**src/assert_macros.svh**
```systemverilog
// Assertion macros shared by the RTL of the TCP header parser.
// Build with NO_ASSERTIONS defined to drop every check.
`ifndef ASSERT_MACROS_SVH
`define ASSERT_MACROS_SVH
`ifndef NO_ASSERTIONS
// Checked on every rising edge of clk_i, ignored while rst_ni is low.
`define ASSERT_ON_CLK(lbl, prop, msg) \
  lbl: assert property (@(posedge clk_i) disable iff (!rst_ni) (prop)) else $error(msg);
// Checked on every rising edge of clk_i, reset included.
`define ASSERT_ALWAYS(lbl, prop, msg) \
  lbl: assert property (@(posedge clk_i) (prop)) else $error(msg);
`else
`define ASSERT_ON_CLK(lbl, prop, msg)
`define ASSERT_ALWAYS(lbl, prop, msg)
`endif
`endif

```
**src/tcpp_pkg.sv**
```systemverilog
`timescale 1ns / 1ps
// ----------------------------------------------------------------------------
// tcpp_pkg
// Types, codes and helper functions of the TCP header and option parser.
// ----------------------------------------------------------------------------
package tcpp_pkg;

  // Byte counting saturates here.
  localparam logic [15:0] MAX_SEG_BYTES = 16'd65535;

  // Record queue between the parser and the output port.
  localparam int unsigned RQ_DEPTH = 4;
  localparam int unsigned RQ_PTR_W = $clog2(RQ_DEPTH);
  localparam int unsigned RQ_CNT_W = $clog2(RQ_DEPTH + 1);

  typedef enum logic [3:0] {
    REC_PORTS     = 4'd0,
    REC_SEQ       = 4'd1,
    REC_ACK       = 4'd2,
    REC_HDR_FLAGS = 4'd3,
    REC_WIN_CSUM  = 4'd4,
    REC_URGENT    = 4'd5,
    REC_NOP       = 4'd6,
    REC_MSS       = 4'd7,
    REC_WSCALE    = 4'd8,
    REC_SACK_OK   = 4'd9,
    REC_TSTAMP    = 4'd10,
    REC_UNKNOWN   = 4'd11,
    REC_MALFORMED = 4'd12,
    REC_END       = 4'd13
  } rec_kind_e;

  typedef enum logic [2:0] {
    APP_NONE   = 3'd0,
    APP_HTTP   = 3'd1,
    APP_TELNET = 3'd2,
    APP_SMTP   = 3'd3,
    APP_POP    = 3'd4,
    APP_IMAP   = 3'd5,
    APP_FTP    = 3'd6
  } app_class_e;

  // Reasons carried by a malformed record.
  localparam logic [31:0] BAD_DATA_OFFSET = 32'd1;
  localparam logic [31:0] BAD_OPT_LENGTH  = 32'd2;
  localparam logic [31:0] OPT_PAST_END    = 32'd3;
  localparam logic [31:0] SHORT_SEGMENT   = 32'd4;

  // Option kinds.
  localparam logic [7:0] OPT_EOL     = 8'd0;
  localparam logic [7:0] OPT_NOP     = 8'd1;
  localparam logic [7:0] OPT_MSS     = 8'd2;
  localparam logic [7:0] OPT_WSCALE  = 8'd3;
  localparam logic [7:0] OPT_SACK_OK = 8'd4;
  localparam logic [7:0] OPT_TSTAMP  = 8'd8;

  typedef struct packed {
    rec_kind_e   kind;
    logic [31:0] val_a;
    logic [31:0] val_b;
    app_class_e  app_class;
    logic        last;
  } rec_t;

  // Up to two records written into the queue in one cycle.
  typedef struct packed {
    logic [1:0] count;
    rec_t       rec0;
    rec_t       rec1;
  } push_t;

  function automatic rec_t make_rec(rec_kind_e kind, logic [31:0] a, logic [31:0] b,
                                    app_class_e cls, logic last);
    rec_t r;
    r.kind      = kind;
    r.val_a     = a;
    r.val_b     = b;
    r.app_class = cls;
    r.last      = last;
    return r;
  endfunction

  function automatic app_class_e port_class(logic [15:0] port);
    app_class_e c;
    case (port)
      16'd80:         c = APP_HTTP;
      16'd23:         c = APP_TELNET;
      16'd25:         c = APP_SMTP;
      16'd110:        c = APP_POP;
      16'd143:        c = APP_IMAP;
      16'd20, 16'd21: c = APP_FTP;
      default:        c = APP_NONE;
    endcase
    return c;
  endfunction

  // Record for a completed option; held carries value bytes 2..5 and
  // shift carries value bytes 6..9.
  function automatic rec_t option_rec(logic [7:0] otype, logic [7:0] olen,
                                      logic [31:0] held, logic [31:0] shift);
    rec_t r;
    case (otype)
      OPT_MSS:     r = make_rec(REC_MSS, {16'd0, held[31:16]}, {24'd0, olen}, APP_NONE, 1'b0);
      OPT_WSCALE:  r = make_rec(REC_WSCALE, {24'd0, held[31:24]}, {24'd0, olen}, APP_NONE,
                                1'b0);
      OPT_SACK_OK: r = make_rec(REC_SACK_OK, 32'd0, {24'd0, olen}, APP_NONE, 1'b0);
      OPT_TSTAMP:  r = make_rec(REC_TSTAMP, held, shift, APP_NONE, 1'b0);
      default:     r = make_rec(REC_UNKNOWN, {24'd0, otype}, {24'd0, olen}, APP_NONE, 1'b0);
    endcase
    return r;
  endfunction

endpackage

```
**src/tcpp_rec_fifo.sv**
```systemverilog
`timescale 1ns / 1ps
// ----------------------------------------------------------------------------
// tcpp_rec_fifo
// Small record queue: takes up to two records per cycle, gives one per beat.
// ----------------------------------------------------------------------------
`include "assert_macros.svh"

module tcpp_rec_fifo
  import tcpp_pkg::*;
(
  input  logic  clk_i,
  input  logic  rst_ni,
  input  push_t push_i,
  output logic  space_o,
  output logic  out_valid_o,
  input  logic  out_ready_i,
  output rec_t  rec_o
);

  rec_t                mem [RQ_DEPTH];
  logic [RQ_PTR_W-1:0] wr_q, wr_d, rd_q, rd_d;
  logic [RQ_CNT_W-1:0] count_q, count_d;
  logic                pop;

  // Room for the worst case of two records from the next byte.
  assign space_o     = (count_q <= RQ_CNT_W'(RQ_DEPTH - 2));
  assign out_valid_o = (count_q != '0);
  assign pop         = out_valid_o && out_ready_i;
  assign rec_o       = mem[rd_q];

  always_comb begin
    wr_d    = wr_q + RQ_PTR_W'(push_i.count);
    rd_d    = rd_q + RQ_PTR_W'(pop);
    count_d = count_q + RQ_CNT_W'(push_i.count) - RQ_CNT_W'(pop);
  end

  always_ff @(posedge clk_i or negedge rst_ni) begin
    if (!rst_ni) begin
      wr_q    <= '0;
      rd_q    <= '0;
      count_q <= '0;
    end else begin
      wr_q    <= wr_d;
      rd_q    <= rd_d;
      count_q <= count_d;
    end
  end

  always_ff @(posedge clk_i) begin
    if (push_i.count != 2'd0) begin
      mem[wr_q] <= push_i.rec0;
    end
    if (push_i.count == 2'd2) begin
      mem[wr_q + RQ_PTR_W'(1)] <= push_i.rec1;
    end
  end

  `ASSERT_ALWAYS(fifo_count_bound, count_q <= RQ_CNT_W'(RQ_DEPTH), "record queue count overflow")
  `ASSERT_ON_CLK(fifo_no_overrun, push_i.count != 2'd0 |-> space_o, "push without room")
  `ASSERT_ON_CLK(fifo_double_push, (push_i.count == 2'd2) && !pop |=> count_q == $past(count_q) + RQ_CNT_W'(2), "double push miscounted")

endmodule

```
**src/tcp_header_option_parser_core.sv**
```systemverilog
`timescale 1ns / 1ps
// ----------------------------------------------------------------------------
// tcp_header_option_parser_core
// Output: a record is written into the record queue when the byte that
//   completes it is accepted, and is shown once it reaches the queue head.
// Throughput: one byte per cycle; a byte may give up to two records, and the
//   four-entry record queue takes a byte only while it has room for two.
// Reset: asynchronous and active low; clears all parse state and the queue.
//
// Parses a TCP segment that arrives one byte per beat and emits tagged
// records as header fields and options complete.
// ----------------------------------------------------------------------------
`include "assert_macros.svh"

module tcp_header_option_parser_core
  import tcpp_pkg::*;
(
  input  logic        clk_i,
  input  logic        rst_ni,
  input  logic        in_valid_i,
  output logic        in_ready_o,
  input  logic [7:0]  data_byte_i,
  input  logic        seg_last_i,
  output logic        out_valid_o,
  input  logic        out_ready_i,
  output logic [3:0]  record_kind_o,
  output logic [31:0] value_a_o,
  output logic [31:0] value_b_o,
  output logic [2:0]  app_class_o,
  output logic        rec_last_o
);

  // Option walker: expecting a kind byte, a length byte, or value bytes.
  typedef enum logic [2:0] {
    PH_TYPE  = 3'b001,
    PH_LEN   = 3'b010,
    PH_VALUE = 3'b100
  } opt_phase_e;

  // Byte positions at which fixed header fields complete.
  localparam logic [4:0] POS_PORTS  = 5'd3;
  localparam logic [4:0] POS_SEQ    = 5'd7;
  localparam logic [4:0] POS_ACK    = 5'd11;
  localparam logic [4:0] POS_OFFSET = 5'd13;
  localparam logic [4:0] POS_WINDOW = 5'd17;
  localparam logic [4:0] POS_URGENT = 5'd19;
  localparam logic [5:0] FIXED_HDR  = 6'd20;

  logic [15:0] pos_q, pos_d;
  logic [5:0]  hb_q, hb_d;
  logic [31:0] fs_q, fs_d;
  logic [31:0] held_q, held_d;
  app_class_e  cls_q, cls_d;
  opt_phase_e  phase_q, phase_d;
  logic [7:0]  otype_q, otype_d;
  logic [7:0]  olen_q, olen_d;
  logic [7:0]  oidx_q, oidx_d;
  logic        done_q, done_d;

  logic        in_fire;
  logic [5:0]  hdr_end, hdr_end_new;
  logic [15:0] total;
  app_class_e  cls_tmp;
  logic [3:0]  offset;
  rec_t        p0, p1, fin;
  logic        v0, v1;
  push_t       push;
  logic        space;
  rec_t        head;

  assign in_ready_o = space;
  assign in_fire    = in_valid_i && in_ready_o;

  // The header ends at the larger of 20 bytes and the data offset in bytes.
  assign hdr_end = (hb_q < FIXED_HDR) ? FIXED_HDR : hb_q;

  always_comb begin
    pos_d   = pos_q;
    hb_d    = hb_q;
    fs_d    = fs_q;
    held_d  = held_q;
    cls_d   = cls_q;
    phase_d = phase_q;
    otype_d = otype_q;
    olen_d  = olen_q;
    oidx_d  = oidx_q;
    done_d  = done_q;
    cls_tmp = APP_NONE;
    offset  = 4'd0;
    p0      = '0;
    p1      = '0;
    v0      = 1'b0;
    v1      = 1'b0;

    if (pos_q < 16'(FIXED_HDR)) begin
      // Fixed header: bytes shift through one word and fields are cut from it.
      fs_d = {fs_q[23:0], data_byte_i};
      case (pos_q[4:0])
        POS_PORTS: begin
          // The source port is tried first; the destination only if it gives nothing.
          cls_tmp = port_class(fs_d[31:16]);
          if (cls_tmp == APP_NONE) begin
            cls_tmp = port_class(fs_d[15:0]);
          end
          cls_d = cls_tmp;
          v0    = 1'b1;
          p0    = make_rec(REC_PORTS, {16'd0, fs_d[31:16]}, {16'd0, fs_d[15:0]}, cls_tmp, 1'b0);
        end
        POS_SEQ: begin
          v0 = 1'b1;
          p0 = make_rec(REC_SEQ, fs_d, 32'd0, APP_NONE, 1'b0);
        end
        POS_ACK: begin
          v0 = 1'b1;
          p0 = make_rec(REC_ACK, fs_d, 32'd0, APP_NONE, 1'b0);
        end
        POS_OFFSET: begin
          offset = fs_d[15:12];
          hb_d   = {offset, 2'b00};
          v0     = 1'b1;
          p0     = make_rec(REC_HDR_FLAGS, {26'd0, hb_d}, {24'd0, fs_d[7:0]}, APP_NONE, 1'b0);
          // A data offset below five words shuts off option parsing; the
          // complaint is dropped when the segment also ends on this byte.
          if (offset < 4'd5) begin
            done_d = 1'b1;
            if (!seg_last_i) begin
              v1 = 1'b1;
              p1 = make_rec(REC_MALFORMED, BAD_DATA_OFFSET, {28'd0, offset}, APP_NONE, 1'b0);
            end
          end
        end
        POS_WINDOW: begin
          v0 = 1'b1;
          p0 = make_rec(REC_WIN_CSUM, {16'd0, fs_d[31:16]}, {16'd0, fs_d[15:0]}, APP_NONE,
                        1'b0);
        end
        POS_URGENT: begin
          v0 = 1'b1;
          p0 = make_rec(REC_URGENT, {16'd0, fs_d[15:0]}, 32'd0, APP_NONE, 1'b0);
        end
        default: begin
        end
      endcase
    end else if ((pos_q < {10'd0, hdr_end}) && !done_q) begin
      unique case (phase_q)
        PH_TYPE: begin
          if (data_byte_i == OPT_EOL) begin
            done_d = 1'b1;
          end else if (data_byte_i == OPT_NOP) begin
            v0 = 1'b1;
            p0 = make_rec(REC_NOP, 32'd1, 32'd1, APP_NONE, 1'b0);
          end else begin
            otype_d = data_byte_i;
            phase_d = PH_LEN;
          end
        end
        PH_LEN: begin
          olen_d = data_byte_i;
          if (data_byte_i < 8'd2) begin
            done_d = 1'b1;
            v0     = 1'b1;
            p0     = make_rec(REC_MALFORMED, BAD_OPT_LENGTH, {24'd0, data_byte_i}, APP_NONE,
                              1'b0);
          end else if (({1'b0, pos_q} + {9'd0, data_byte_i} - 17'd1) > {11'd0, hdr_end}) begin
            // The option would run past the end of the header.
            done_d = 1'b1;
            v0     = 1'b1;
            p0     = make_rec(REC_MALFORMED, OPT_PAST_END, {24'd0, data_byte_i}, APP_NONE,
                              1'b0);
          end else begin
            held_d = 32'd0;
            fs_d   = 32'd0;
            if (data_byte_i == 8'd2) begin
              v0      = 1'b1;
              p0      = option_rec(otype_q, data_byte_i, 32'd0, 32'd0);
              phase_d = PH_TYPE;
            end else begin
              oidx_d  = 8'd2;
              phase_d = PH_VALUE;
            end
          end
        end
        PH_VALUE: begin
          // Value bytes 2..5 go to the held word, 6..9 to the shift word,
          // most significant first; later bytes are skipped.
          case (oidx_q)
            8'd2:    held_d[31:24] = held_q[31:24] | data_byte_i;
            8'd3:    held_d[23:16] = held_q[23:16] | data_byte_i;
            8'd4:    held_d[15:8]  = held_q[15:8]  | data_byte_i;
            8'd5:    held_d[7:0]   = held_q[7:0]   | data_byte_i;
            8'd6:    fs_d[31:24]   = fs_q[31:24]   | data_byte_i;
            8'd7:    fs_d[23:16]   = fs_q[23:16]   | data_byte_i;
            8'd8:    fs_d[15:8]    = fs_q[15:8]    | data_byte_i;
            8'd9:    fs_d[7:0]     = fs_q[7:0]     | data_byte_i;
            default: begin
            end
          endcase
          if (({1'b0, oidx_q} + 9'd1) >= {1'b0, olen_q}) begin
            v0      = 1'b1;
            p0      = option_rec(otype_q, olen_q, held_d, fs_d);
            phase_d = PH_TYPE;
          end else begin
            oidx_d = oidx_q + 8'd1;
          end
        end
        default: begin
          phase_d = PH_TYPE;
        end
      endcase
    end

    // Closing record; the length is measured against the header end as it
    // stands after this byte.
    total       = (pos_q == MAX_SEG_BYTES) ? pos_q : pos_q + 16'd1;
    hdr_end_new = (hb_d < FIXED_HDR) ? FIXED_HDR : hb_d;
    if (total < {10'd0, hdr_end_new}) begin
      fin = make_rec(REC_MALFORMED, SHORT_SEGMENT, {16'd0, total}, APP_NONE, 1'b1);
    end else begin
      fin = make_rec(REC_END, {16'd0, total - {10'd0, hdr_end_new}}, {16'd0, total}, cls_d,
                     1'b1);
    end

    if (seg_last_i) begin
      pos_d   = '0;
      hb_d    = '0;
      fs_d    = '0;
      held_d  = '0;
      cls_d   = APP_NONE;
      phase_d = PH_TYPE;
      otype_d = '0;
      olen_d  = '0;
      oidx_d  = '0;
      done_d  = 1'b0;
    end else if (pos_q < MAX_SEG_BYTES) begin
      pos_d = pos_q + 16'd1;
    end

    // Pack the records of this byte into the queue write.
    push = '0;
    if (in_fire) begin
      if (v0) begin
        push.rec0  = p0;
        push.rec1  = v1 ? p1 : fin;
        push.count = 2'd1 + 2'(v1) + 2'(seg_last_i);
      end else begin
        push.rec0  = fin;
        push.count = 2'(seg_last_i);
      end
    end
  end

  always_ff @(posedge clk_i or negedge rst_ni) begin
    if (!rst_ni) begin
      pos_q   <= '0;
      hb_q    <= '0;
      fs_q    <= '0;
      held_q  <= '0;
      cls_q   <= APP_NONE;
      phase_q <= PH_TYPE;
      otype_q <= '0;
      olen_q  <= '0;
      oidx_q  <= '0;
      done_q  <= 1'b0;
    end else if (in_fire) begin
      pos_q   <= pos_d;
      hb_q    <= hb_d;
      fs_q    <= fs_d;
      held_q  <= held_d;
      cls_q   <= cls_d;
      phase_q <= phase_d;
      otype_q <= otype_d;
      olen_q  <= olen_d;
      oidx_q  <= oidx_d;
      done_q  <= done_d;
    end
  end

  // The queue parts the byte side from the record side, so a byte is taken
  // while an earlier record still waits on the output.
  tcpp_rec_fifo u_rec_fifo (
    .clk_i       (clk_i),
    .rst_ni      (rst_ni),
    .push_i      (push),
    .space_o     (space),
    .out_valid_o (out_valid_o),
    .out_ready_i (out_ready_i),
    .rec_o       (head)
  );

  assign record_kind_o = head.kind;
  assign value_a_o     = head.val_a;
  assign value_b_o     = head.val_b;
  assign app_class_o   = head.app_class;
  assign rec_last_o    = head.last;

  `ASSERT_ON_CLK(last_rec_closes, out_valid_o && rec_last_o |-> (record_kind_o == REC_END || record_kind_o == REC_MALFORMED), "last flag on a non-closing record")
  `ASSERT_ON_CLK(class_on_ports_end, out_valid_o && (app_class_o != APP_NONE) |-> (record_kind_o == REC_PORTS || record_kind_o == REC_END), "class on wrong record")
  `ASSERT_ON_CLK(segment_end_clears, in_fire && seg_last_i |=> (pos_q == 16'd0) && !done_q && (phase_q == PH_TYPE), "state not cleared after segment end")

endmodule

```
**config.mk**
```make
export PLATFORM = sky130hd
export DESIGN_NAME = tcp_header_option_parser_core
export DESIGN_NICKNAME = d
export VERILOG_FILES = /design/src/tcpp_pkg.sv /design/src/tcpp_rec_fifo.sv /design/src/tcp_header_option_parser_core.sv
export VERILOG_INCLUDE_DIRS = /design/src /design/src/src
export SDC_FILE = /design/constraint.sdc
export NUM_CORES = 1
export LEC_CHECK = 0
export ABC_AREA = 1
export ABC_CLOCK_PERIOD_IN_PS = 4700
export BUFFER_PORTS_ARGS = -buffer_cell sky130_fd_sc_hd__clkbuf_2
export CORE_UTILIZATION = 55
export CTS_CLUSTER_DIAMETER = 60
export DETAILED_ROUTE_END_ITERATION = 7
export PLACE_DENSITY_LB_ADDON = 0.05
export SLEW_MARGIN = 20
export SYNTH_ARGS = -nofsm -noshare
export SYNTH_HDL_FRONTEND = slang
export SYNTH_SLANG_ARGS = --single-unit
```
**constraint.sdc**
```tcl
create_clock -name clk_i -period 4.7 [get_ports clk_i]
set_input_delay 0.94 -clock clk_i [delete_from_list [all_inputs] [get_ports clk_i]]
set_output_delay 0.94 -clock clk_i [all_outputs]
set_load 0.1 [all_outputs]
```
After elaboration in Yosys (flattened, before gate mapping)
Memory sizes are Yosys's and may differ from the RTL's.
Cells that the tools add are included.
W data, S select, Z words.
- memories: 1
- output and inout port bits: 74
- bits of input ports: 13
- flip-flop bits (word level): 124
- bits in writable memories: 288
- logic and storage cells: 238
- equality and inequality tests: 55
- mux-type cells: 110
- order comparisons: 11
- bitwise operators: 8
- $add $sub $neg: 13
- reduce and logical (&&, ||, !) cells: 27
- memory list (memory ; depth ; width ; rd ports ; clocked after memory_dff ; write ports ; RTL line ; RTL):
    u_rec_fifo.mem ; 4 ; 72 ; 1 ; 0 ; 2 ; tcpp_rec_fifo.sv:20 ; rec_t mem [RQ_DEPTH];
- operators with widths (kind ; number):
    $mux W72 ; 12
    $pmux W72 S4 ; 2
    $pmux W71 S6 ; 1
    $mux W32 ; 8
    $pmux W72 S3 ; 1
    $mux W8 ; 25
    $mux W146 ; 1
    $mux W71 ; 2
    $eq A16 B5 Y1 const B ; 8
    $pmux W32 S2 ; 2
    $mux W74 ; 1
    $mux W69 ; 1
    $eq A16 B7 Y1 const B ; 4
    $or A8 B8 Y8 ; 8
    $mux W16 ; 3
    $mux W3 ; 15
    $eq A8 B2 Y1 const B ; 5
    $eq A8 B3 Y1 const B ; 5
    $pmux W3 S6 ; 2
    $eq A16 B8 Y1 const B ; 2
    $lt A16 B6 Y1 ; 2
    $mux W6 ; 5
    $mux W1 ; 25
    $eq A8 B4 Y1 const B ; 3
    other kinds (54) ; 81

Depth between registers and ports, before layout
Gate-level depths: netlist of run 1.
- word-level depth: 16
- depth in mapped cells: 34
- gate-level depth less buffers: 34

Modules after synthesis
A second synthesis of run 1 with hierarchy kept.
- cell total of the unflattened synthesis: 3523
- area, all modules: 26399.1 µm²
- modules (own cells, without submodules) (module ; instances ; seq. area each (µm²) ; cells an instance ; area each (µm²)):
    tcpp_rec_fifo ; 1 ; 8823.5 ; 1536 ; 14442.6
    tcp_header_option_parser_core ; 1 ; 2929.1 ; 1987 ; 11956.5

Worst setup path before layout of run 1
No wires, ideal clock.
- path kind: input to register
- start: in data_byte_i[1]
- end: mem u_rec_fifo.mem[0][0] in the netlist's numbering, enable pin
- slack: -1.208 ns
- required time: 4.174 ns
- cell stages on the path: 31
- buffers on the path: 4
- arrival: 5.382 ns
- library setup time: 0.526 ns
- cells stage by stage: clkbuf_1 inv_1 clkbuf_1 ha_1 inv_1 ha_1 inv_1 fa_1 inv_1 nand3_1 nand2_1 xor2_1 ha_1 nor2_1 a21oi_1 nand2_1 nand3_1 nor2_1 nand3_1 nor2_2 nand3_2 nand2_4 nand2_4 nand2_4 nand2_4 nand3_4 nand3_2 buf_6 nand2_4 buf_6 nand2_1
- RTL lines (element ; RTL line ; RTL):
    start, declared ; tcp_header_option_parser_core.sv:22 ; input logic [7:0] data_byte_i,
    end, declared ; tcpp_rec_fifo.sv:20 ;

==> results of run 1 <==
## per-layer routing
layer,track usage (%),vias up
met3,7.169,268
met4,16.01,4
li1,-,12375
met2,61.57,1637
met1,53.29,12679
met5,0,-
## layout make-up
class	instances	area (um^2)	share of cell area, %
diodes	1	2.502	0.008361
flip-flops and latches	412	10440	34.88
well taps	600	750.7	2.508
clock inverters	22	270.3	0.9030
inverters	280	1060	3.541
repair buffers	333	2716	9.076
clock buffers	68	1348	4.502
multi-input cells	2566	13340	44.58
## Yosys cell counts, drive strengths merged, types with 104 or more instances
cell type | instances | area share, %
o21ai | 396 | 7.7
nand2 | 630 | 9.4
edfxtp | 156 | 18
nor2 | 345 | 5.3
nand3 | 545 | 11
inv | 273 | 4.0
dfxtp | 132 | 10
clkbuf | 141 | 2.1
buf | 104 | 2.2
o22ai | 124 | 3.0
dfrtp | 123 | 12
nand4 | 109 | 2.7
a21oi | 139 | 2.8
## power by group through the flow
stage	registers [mW]	logic, mW	clock network, mW
floorplan	4.67	9.85	0
global placement	4.85	13.5	0
detailed placement	4.87	13.7	0
CTS	4.81	13.7	3.85
global route	4.88	14.9	4.01
finish	4.83	14.1	3.85
## per-stage QoR
step,util [%],cells,hold WS [ns],TNS [ns]
floorplan,-,3503,0.4395,-2.055
global placement,61.67,4186,0.4482,-114.72
detailed placement,61.67,4186,0.4503,-105.22
CTS,65.24,4276,0.4291,0
global route,65.52,4281,0.4611,-0.02000
finish,65.53,4282,0.3924,0
## logic make-up after synthesis
group | count (synthesis)
AOI/OAI and AO/OA | 717
xor gates and xnor gates | 35
adders and majority gates | 74
buffers and inverters | 525
DFF | 412
and+or+nand+nor | 1740
## state kept, by name, summed over array words and instances, names as in the netlist
signal	count
fs_q	32
phase_q	3
pos_q	16
u_rec_fifo.count_q	3
oidx_q	8
cls_q	3
otype_q	8
done_q	1
held_q	32
u_rec_fifo.rd_q	2
u_rec_fifo.wr_q	2
olen_q	8
u_rec_fifo.mem	288
hb_q	6
## timing repair
action | CTS | global route
gates cloned | 0 | 0
gates resized for setup | 4 | 34
setup endpoints to repair | 42 | 236
hold endpoints to repair | 0 | 0
setup buffers | 0 | 5
pin swaps | 1 | 5
## worst min path at each step
stage	end	depth (start not counted)
after floorplan	u_rec_fifo.mem[1][28]$_SDFFE_PP0N_	2
after global placement	u_rec_fifo.mem[2][22]$_SDFFE_PP0N_	2
after detailed placement	u_rec_fifo.mem[2][59]$_SDFFE_PP0N_	2
after CTS	oidx_q[5]$_DFFE_PN0P_	1
after global routing	oidx_q[5]$_DFFE_PN0P_	1
final	oidx_q[5]$_DFFE_PN0P_	1
## worst max-delay path: cells and delay by family
kind | cells | cell delay [ns]
AND/OR/NAND/NOR | 13 | 1.20
adder cells (fa/ha/maj) | 4 | 1.00
buffers and inverters | 8 | 0.86
AO/OA/AOI/OAI | 4 | 0.77
XOR/XNOR | 1 | 0.17
==> metrics, run 1 <==
clock share of power 16.9%; FF+latch count, synth 412; DRC Markers 2; r2r worst-path depth 31; Post-Syn Area 25660 um^2; most frequent cells in the layout nand2_1, nand3_1, nor2_1; nets 3728; Core ar. 45670 um^2; largest buffer count on any clock path 3; Routed Antenna Nets 0; die width 218.0 um; Area growth, synth to finish 16.66%; Syn Nets 3590; hold_buf cts 0; met3 wire length 10.69 mm; Synth Area in XOR/XNOR 1.195%; vias per cell 6.297; number of port buffers 86; Worst EP required 5.17 ns; Lkg Pwr 13.22 nW; Post-synth EDFFs 156; min Tclk post-route 4.484 ns; Hold Fails Final Rpt 0; full die area 47520 um^2; Seq/Total Area, Yosys 40.66%; Max-Cap Viols 0; pre-CTS setup slack -0.4162 ns; reg2reg setup slack 0.25 ns; Crit. End Element flop; most used cell, CP nand3_1; Synth async-reset ratio 30.10%; GRT Resource Usage Total 39.23%; mux contribution to synthesized area 0%; Wirelength per Cell 21.98 um; Reg power frac 21.2%; number of fillers in the final layout 4048; Internal 9.953 mW; max incr delay on CP 0.48 ns; via count 26963; Worst setup endpoint u_rec_fifo.mem[1][43]$_DFFE_PP_; Placed Area 28170 um^2; max layer used met5; Fin Clk Skew 0.03157 ns; outcome finished, violations left; drt total wl 94.12 mm; layout cells sized above 1 14.51%; routed wl met2 42.57 mm; Pre-antenna DRT Iters 8; Hold Crit Class input pin to asynchronous set/reset pin; Starting Density 56.17%; maximum vdd drop 1.016 mV; detailed placement HPWL 65.30 mm; Crit-path slowest cell o21ai_0; FMAX 0.2230 GHz; post-synthesis compound-gate area fraction 15.20%; Comb power frac 61.9%; Mean Syn Cell Area 7.324 um^2; post-synthesis simple-gate area fraction 30.85%; worst-margin pin slew 1.165 ns; largest net degree at the start of global routing 74; commonest non-fill, non-tap cell in the layout nand2_1; RePlAce Congestion 0.9738; worst setup path start data_byte_i[0]; RR Endpoint u_rec_fifo.mem[3][44]$_DFFE_PP_; GR Overflow Total 0; Cells after Synth 3503; Adder-Cell Fraction of Synth Area 3.697%; largest family of logic cells by synthesized area simple AND/OR/NAND/NOR gates; count of pins over their slew limit 0; initial antenna violation count 3; # setup viols final 0; wire length of the first global-routing pass 144.5 mm; DRT iter0 DRCs 3585; design area 29930 um^2; Sw Ratio 56.27%; final worst slack 0.2161 ns; Power Density 760.4 nW/um^2; Worst-Skew Late Latency 0.61 ns; CTS H-tree lvls 2; CTS Root Cell clkbuf_16; die height 218.0 um; Yosys warnings 0; Reg-to-Reg Start pos_q[14]$_DFFE_PN0P_; Slew headroom 21.53%; CTS tree built; number of global-route vias before repair 24892; Netlist cell types 58; CP Class input pin to flop; fin crit share 95.40%; crit-path max FO 6; Post-synth top flop edfxtp_1; Post-Route M1 WL 37.04 mm; Ports 87; clock slew at reported path FFs 0.06 ns; startpoint class of the critical path input pin; Design Power 22.76 mW; TritonCTS Buffers 48; clock sinks 412; Critical Path AT 4.96 ns; failing checks DRC; num rows 78; NetSw 12.81 mW
No activity file was read; power rests on OpenSTA's default activity.
==> run 2: changes to the inputs <==
--- a/config.mk
+++ b/config.mk
@@ -9,9 +9,11 @@
 export ABC_AREA = 1
 export ABC_CLOCK_PERIOD_IN_PS = 4700
 export BUFFER_PORTS_ARGS = -buffer_cell sky130_fd_sc_hd__clkbuf_2
+export CAP_MARGIN = 20
 export CORE_UTILIZATION = 55
 export CTS_CLUSTER_DIAMETER = 60
 export DETAILED_ROUTE_END_ITERATION = 7
+export GPL_TIMING_DRIVEN = 0
 export PLACE_DENSITY_LB_ADDON = 0.05
 export SLEW_MARGIN = 20
 export SYNTH_ARGS = -nofsm -noshare
==> run 2 against run 1 <==
  * The run still ends with DRC left
  * Hold slack got worse by 0.074 ns
  * Largest power group unchanged
  * Clock power rose by 6.0%
  * Critical endpoint is now value_b_o[13]
  * Setup slack worse by 0.20 ns
  * Power rose by 6.3%
  * Highest routed layer is now met4
==> metrics, run 2 (synthesis results as in run 1) <==
outcome finished, violations left (unchanged); failing checks DRC (unchanged); # setup viols final 0 (unchanged); Worst EP required 3.76 ns (was 5.17 ns); CP Class flop to primary output (was input pin to flop); DRT iter0 DRCs 4933 (was 3585); clock sinks 412 (unchanged); die width 218.0 um (unchanged); Ports 87 (unchanged); Routed Antenna Nets 0 (unchanged); num rows 78 (unchanged); CTS Root Cell clkbuf_16 (unchanged); clock slew at reported path FFs 0.06 ns (about the same); largest net degree at the start of global routing 65 (was 74); Design Power 24.20 mW (was 22.76 mW); full die area 47520 um^2 (unchanged); via count 28915 (was 26963); Max-Cap Viols 0 (unchanged); GR Overflow Total 0 (unchanged); FMAX 0.2134 GHz (was 0.2230 GHz); Starting Density 56.17% (unchanged); wire length of the first global-routing pass 159.9 mm (was 144.5 mm); vias per cell 6.629 (was 6.297); most frequent cells in the layout nand2_1, nand3_1, nor2_1 (unchanged); worst-margin pin slew 1.162 ns (was 1.165 ns); number of port buffers 84 (was 86); Worst-Skew Late Latency 0.63 ns (was 0.61 ns); CTS H-tree lvls 2 (unchanged); initial antenna violation count 1 (was 3); crit-path max FO 10 (was 6); commonest non-fill, non-tap cell in the layout nand2_1 (unchanged); hold_buf cts 0 (unchanged); Crit. End Element primary output (was flop); fin crit share 99.70% (was 95.40%); number of global-route vias before repair 26477 (was 24892); GRT Resource Usage Total 44.69% (was 39.23%); layout cells sized above 1 15.28% (was 14.51%); WP buf/inv 4 (was 8); Hold Crit Class input pin to asynchronous set/reset pin (unchanged); max incr delay on CP 0.67 ns (was 0.48 ns); maximum vdd drop 1.139 mV (was 1.016 mV); TritonCTS Buffers 49 (was 48); CTS tree built (unchanged); startpoint class of the critical path flop (was input pin); die height 218.0 um (unchanged); max FFs per register 288 (unchanged); Slew headroom 21.68% (was 21.53%); biggest regs u_rec_fifo.mem (288), fs_q (32), held_q (32) (unchanged); Hold Fails Final Rpt 0 (unchanged); number of fillers in the final layout 3864 (was 4048); worst path cell trace clkbuf_2 -> clkbuf_1 -> clkbuf_1 -> nor2_1 -> o22ai_1 -> clkbuf_2; count of pins over their slew limit 0 (unchanged); drt total wl 111.1 mm (was 94.12 mm); Lkg Pwr 13.23 nW (was 13.22 nW); detailed placement HPWL 77.71 mm (was 65.30 mm); Pre-antenna DRT Iters 8 (unchanged); worst hold margin 0.3188 ns (was 0.3924 ns); Area growth, synth to finish 19.11% (was 16.66%); largest buffer count on any clock path 3 (unchanged); Crit-path slowest cell clkbuf_1 (was o21ai_0); DRC Markers 1 (was 2); Fin Clk Skew 0.04855 ns (was 0.03157 ns); Power Density 792.0 nW/um^2 (was 760.4 nW/um^2); Inserted Diodes 0 (was 1); nets 3811 (was 3728); CP top delay family buffers and inverters (was simple AND/OR/NAND/NOR gates); RePlAce Congestion 1.051 (was 0.9738); min Tclk post-route 4.686 ns (was 4.484 ns); Core ar. 45670 um^2 (unchanged); Reg with most FFs u_rec_fifo.mem (unchanged); RSZ-0062 raised after global routing yes; Wirelength per Cell 25.46 um (was 21.98 um); Critical Path AT 3.75 ns (was 4.96 ns)
run 2: cell count changes in the layout (fill, tap and decap cells not counted), sizes merged:
cell	previous run	this run
inv	277	274
diode	1	0
buf	248	182
clkinvlp	1	7
clkbuf	153	284
nand2	630	643
run 2: what timing repair did:
item	4_1_cts	5_1_grt
endpoints found under the setup margin	532	514
pin swaps	32	43
buffers inserted	23	51
gates resized for setup	94	197
gates cloned	4	12
run 2: area by class of cell:
type / instances / area (um^2) / area share (%)
Timing Repair inverter: 1 / 6.256 / 0.02047
Clock inverter: 24 / 317.8 / 1.040
Tap cell: 600 / 750.7 / 2.457
Buffer: 239 / 1230 / 4.025
Timing Repair Buffer: 162 / 1175 / 3.845
Multi-Input combinational cell: 2579 / 14130 / 46.23
Clock buffer: 65 / 1399 / 4.577
Inverter: 280 / 1107 / 3.623
Sequential cell: 412 / 10450 / 34.18
run 2: layer usage:
layer	track usage, %	wire length [um]	vias up
met2	69.58	48380	2369
met5	0	0	-
met4	28.02	8552	0
met3	11.39	14760	597
met1	55.32	39360	13356
li1	-	-	12593
run 2: worst paths after layout:
path                                                         start                                  to  slack, ns  cells after the start
worst min-delay path                                        rst_ni               held_q[5]$_DFFE_PN0P_       0.32                      1
worst min register to register  u_rec_fifo.mem[1][32]$_SDFFE_PP0N_  u_rec_fifo.mem[1][32]$_SDFFE_PP0N_       0.46                      2
worst max-delay path                  u_rec_fifo.rd_q[0]$_DFF_PN0_                       value_b_o[13]       0.01                      6
worst max register to register               oidx_q[0]$_DFFE_PN0P_  u_rec_fifo.mem[1][66]$_SDFFE_PP0N_       0.01                     22
min in group clk_i              u_rec_fifo.mem[1][32]$_SDFFE_PP0N_  u_rec_fifo.mem[1][32]$_SDFFE_PP0N_       0.46                      2
max in group asynchronous                                   rst_ni               pos_q[14]$_DFFE_PN0P_       3.57                      2
run 2: power breakdown:
group,internal [mW],leakage (nW),switching (mW)
registers,4.32,4.16,0.474
logic,3.44,8.23,11.9
clock network,2.39,0.843,1.69
run 2: metrics by stage:
| stage | util (%) | TNS [ns] | std cells | setup slack [ns] | instance area, um^2 |
|---|---|---|---|---|---|
| floorplan | - | -2.055 | 3503 | -0.3232 | 25830 |
| global placement | 59.11 | -763.66 | 4187 | -1.781 | 27000 |
| detailed placement | 59.24 | -783.95 | 4189 | -1.814 | 27060 |
| CTS | 64.20 | 0 | 4302 | 0.003112 | 29320 |
| global route | 66.91 | -12.30 | 4362 | -0.1877 | 30560 |
| finish | 66.91 | 0 | 4362 | 0.01420 | 30560 |
